**config.mk**
```make
export PLATFORM = sky130hd
export DESIGN_NAME = lzwe_alu
export DESIGN_NICKNAME = d
export VERILOG_FILES = /design/src/design/lzwe_alu.sv
export SDC_FILE = /design/constraint.sdc
export NUM_CORES = 1
export LEC_CHECK = 0
export CORE_UTILIZATION = 59
export DETAILED_ROUTE_END_ITERATION = 6
export DONT_BUFFER_PORTS = 1
export PLACE_DENSITY = 0.79
export SYNTH_ARGS = -nofsm -noshare
export SYNTH_HDL_FRONTEND = slang
export SYNTH_SLANG_ARGS = --single-unit
export TNS_END_PERCENT = 20
```
**constraint.sdc**
```tcl
create_clock -name vclk -period 6.9
set_clock_uncertainty 0.2 [all_clocks]
set_input_delay 0.69 -clock vclk [all_inputs]
set_output_delay 0.69 -clock vclk [all_outputs]
set_load 0.1 [all_outputs]
```
**src/design/lzwe_alu.sv**
```systemverilog
// Shared add/subtract unit used for hash reduction and probe stepping.
`timescale 1ns / 1ps

module lzwe_alu #(
	parameter int W = 16
) (
	input  logic [W-1:0] a,
	input  logic [W-1:0] b,
	input  logic         sub,
	output logic [W-1:0] y,
	output logic         borrow
);

	logic [W:0] sum;

	assign sum    = {1'b0, a} + {1'b0, (sub ? ~b : b)} + {{W{1'b0}}, sub};
	assign y      = sum[W-1:0];
	// carry out clear on a subtract means a < b
	assign borrow = sub & ~sum[W];

endmodule

```
# Word-level counts from Yosys, hierarchy flattened
# Index checks and enable logic that the tools add are counted.
# word_totals
register_bits	0
input_bits	33
out_inout_bits	17
elab_cells	6
# op_classes
addsub	2
mux	1
n_bitwise	3
# ops
operator	count
adder 16 x 16 -> 17 bit	1
adder 17 x 1 -> 17 bit	1
2-to-1 mux 16 bit	1
NOT 16 bit	1
AND 1 bit	1
NOT 1 bit	1

# Longest topological paths before layout
# depth
ltp_word	6
depth_mapped	9
ltp_nobuf	7

# Worst setup path before layout
# Ideal clock, no wire load.
# synth_timing
kind	input to output
start	input port sub
end	output port y[9]
arrival_ps	4373
t_required_ps	6010
setup_slack_ps	1637
cell_stages	9
path_buffers	2
path_cell_list	buf_6 -> buf_2 -> xor2_1 -> ha_1 -> a21oi_1 -> o211ai_1 -> o21ai_2 -> nor2_1 -> o311ai_1
# synth_via
elab_chain_cells	3
# synth_lines
item	line_no	text
start, declared	9	input logic sub,
2-to-1 mux 16 bit	16	assign sum = {1'b0, a} + {1'b0, (sub ? ~b : b)} + {{W{1'b0}}, sub};
adder 16 x 16 -> 17 bit	16	
adder 17 x 1 -> 17 bit *	16	
end, declared	10	output logic [W-1:0] y,
# Every way passes the cells marked *; elsewhere a longest branch is shown, timed or not.

# Worst setup path after layout
# layout_timing
start	input port b[0]
end	output port borrow
# layout_via
elab_chain_cells	6
# layout_lines
item	line_no	text
start, declared	8	input logic [W-1:0] b,
NOT 16 bit	16	
2-to-1 mux 16 bit *	16	
adder 16 x 16 -> 17 bit *	16	
adder 17 x 1 -> 17 bit *	16	
NOT 1 bit *	19	assign borrow = sub & ~sum[W];
AND 1 bit *	19	
end, declared	11	output logic borrow
# Marks and branches as above.

==> results.txt <==
- Each instance of the synthesized netlist takes up on average 8.01 sq um.
- Floorplan row count: 13
* Tmin final: 4110 ps
- Dividing the detail-routed via count by the number of cells gives 6.63.
- Top Ports: 50
* Clock buffers: 0
- Counting every instance in the synthesized netlist gives 116.
- Routability-driven placement finished with a final weighted congestion of 0.784.
- The number of antenna diodes in the final layout is 0.
- Summed over all layers, the global routing overflow is 0.
- Worst path required time: 6010 ps
* Post-CTS Hold Buffers: 0
- The tightest hold path in the finished design has a slack of 1500 ps.
* Routed wire length per instance: 16.3 um
- Achievable Freq: 243 MHz
- Signal routing reaches up to met4.
- Input and output buffers added on the ports amount to 0.
- Syn Std Cell Area: 930 sq um
- Number of filler instances in the final layout: 106
- After detailed routing, the met2 layer carries 1.17 mm of wire.
- After clock tree synthesis, the repair step resized 0 gates.
- Along the worst path, the maximum fanout reaches 3.
* First-pass detailed-route iteration total: 4
* Class of the worst hold path: in -> out
* Actual transition at the worst max-transition pin: 1240 ps
* Area of the die: 1740 sq um
- Post CTS Setup Buffer Count: 0
- RSZ-0062 raised after global routing: false
- The analysis attributes to cell leakage a power of 0.529 nW.
- Entering global routing, the biggest net connects 18 pins.
* Worst setup SP type: input pin
- The routed design has 2.19 mm of wire.
- Summing all flip-flop and latch instances after layout gives 0 sq um.
- Proportion of layout cells with a drive suffix above 1: 22.7%
- Final Net Count: 170
* Vias in the first global route: 858
- Hpwl dp: 1.89 mm
- After floorplanning, the core was sized to cover 1380 sq um.
- Summing all multi-input logic gate instances after layout gives 1010 sq um.
- Crit. End Element: output port
* Seq cells: 0
- Yosys printed 0 warnings.
- Antenna-violating nets left: 0
* Final count of pins violating max slew: 0
- From bottom edge to top edge, the die measures 41.7 um.
- The number of antenna violations at the first check in global routing was 0.
* Kind of critical path: in -> out
* Post-route setup TNS: 0 ps
* Total DRC errors in the routed layout: 0
- DIE WIDTH: 41.7 um
- The initial utilization of the core area, before any placement, comes to 67.2%.
* Worst Setup Slack post-DPL: 2780 ps
* Status: completed
* Layout overhead on the synthesized area: 17.9%
- Post-synthesis net count: 165
* Crit path arrival time: 3220 ps
- Setup violations remaining at the end of the flow were counted as 0.
* Largest vdd supply drop: 0.319 mV
* Fraction of the yosys area taken by sequential cells: 0%
- Number of distinct standard cells referenced by the synthesized netlist: 36
- The library cells used most frequently in the layout, excluding fill and tap cells, are xor2_1 (15), ha_1 (15), xnor2_2 (9), a21oi_1 (8), a21o_1 (8).
- Power Total: 394 uW
- Final Cycle Share: 59.6%
- In the global route stage, overall resource usage came out at 24.7%.
- Final hold vios: 0
- Max Cap Viol: 0
- Core Util, Final: 79.3%
* DR WL met3: 135 um
* First-pass GRT wire length: 3.51 mm
* Routed metal-1 wirelength: 814 um
- The worst pin sits at a relative slew slack of 16.8%.
* Initial detailed-routing violation count: 15
- Total power divided by cell area: 359 nW/um^2
* Total via count in the routed design: 889
- Setup WS post-layout: 2790 ps
==> cell usage after synthesis (all sizes together) <==
master,instances,area (sq um)
xor2,20,175
xnor2,9,78.8
a21o,8,60.1
nor2,6,22.5
fa,1,20.0
a21oi,8,40.0
o21ai,7,38.8
inv,5,18.8
a21boi,1,7.51
and3,3,18.8
and4b,1,10.0
a32oi,2,17.5
a221oi,2,23.8
and4,1,8.76
o211ai,1,7.51
nand3,1,5.00
ha,15,188
nand4,2,12.5
a31oi,2,12.5
mux2,1,15.0
nand2,7,26.3
nand2b,2,12.5
clkbuf,1,3.75
nor3,1,5.00
nor3b,1,18.8
o311ai,2,25.0
o21bai,1,7.51
a221o,1,10.0
a41oi,1,16.3
or4,1,7.51
buf,2,16.3
==> power by group <==
part | leakage (nW) | internal (mW) | switching, mW
combinational | 0.529 | 0.0853 | 0.308
clock | 0 | 0 | 0
sequential | 0 | 0 | 0
total | 0.529 | 0.0853 | 0.308
==> per-stage QoR <==
step,cells,cell area (sq um)
finish,134,1100
global route,134,1100
CTS,134,1100
detailed placement,134,1100
global placement,134,1100
floorplan,116,930
==> worst max-delay path: stages <==
cell and delay (ps):
mux2_4 300, fa_1 430, a21o_1 210, a221oi_2 400
o21ai_1 200, nand4_1 130, and4b_1 850
==> worst paths after layout <==
kind  start      to  slack (ps)  cells after the start
max    b[0]  borrow        2790                      7
min    b[0]    y[0]        1500                      1
==> metal layers <==
| metal | vias up | track usage, % |
|---|---|---|
| li1 | 437 | - |
| met1 | 409 | 27.8 |
| met2 | 37 | 45.6 |
| met3 | 6 | 3.04 |
| met4 | 0 | 11.0 |
| met5 | - | 0 |
==> layout make-up <==
class	instances	area share [%]
well taps	15	1.71
multi-input cells	108	92.5
inverters	5	1.71
repair buffers	6	4.11
==> logic make-up after synthesis <==
| kind of cell | synth area share, % |
|---|---|
| multiplexers | 1.61 |
| AO/OA/AOI/OAI | 28.7 |
| XOR/XNOR | 27.3 |
| buffers and inverters | 4.17 |
| adder cells (fa/ha/maj) | 22.3 |
| AND/OR/NAND/NOR | 15.9 |
Power figures use the tool's default switching activity.
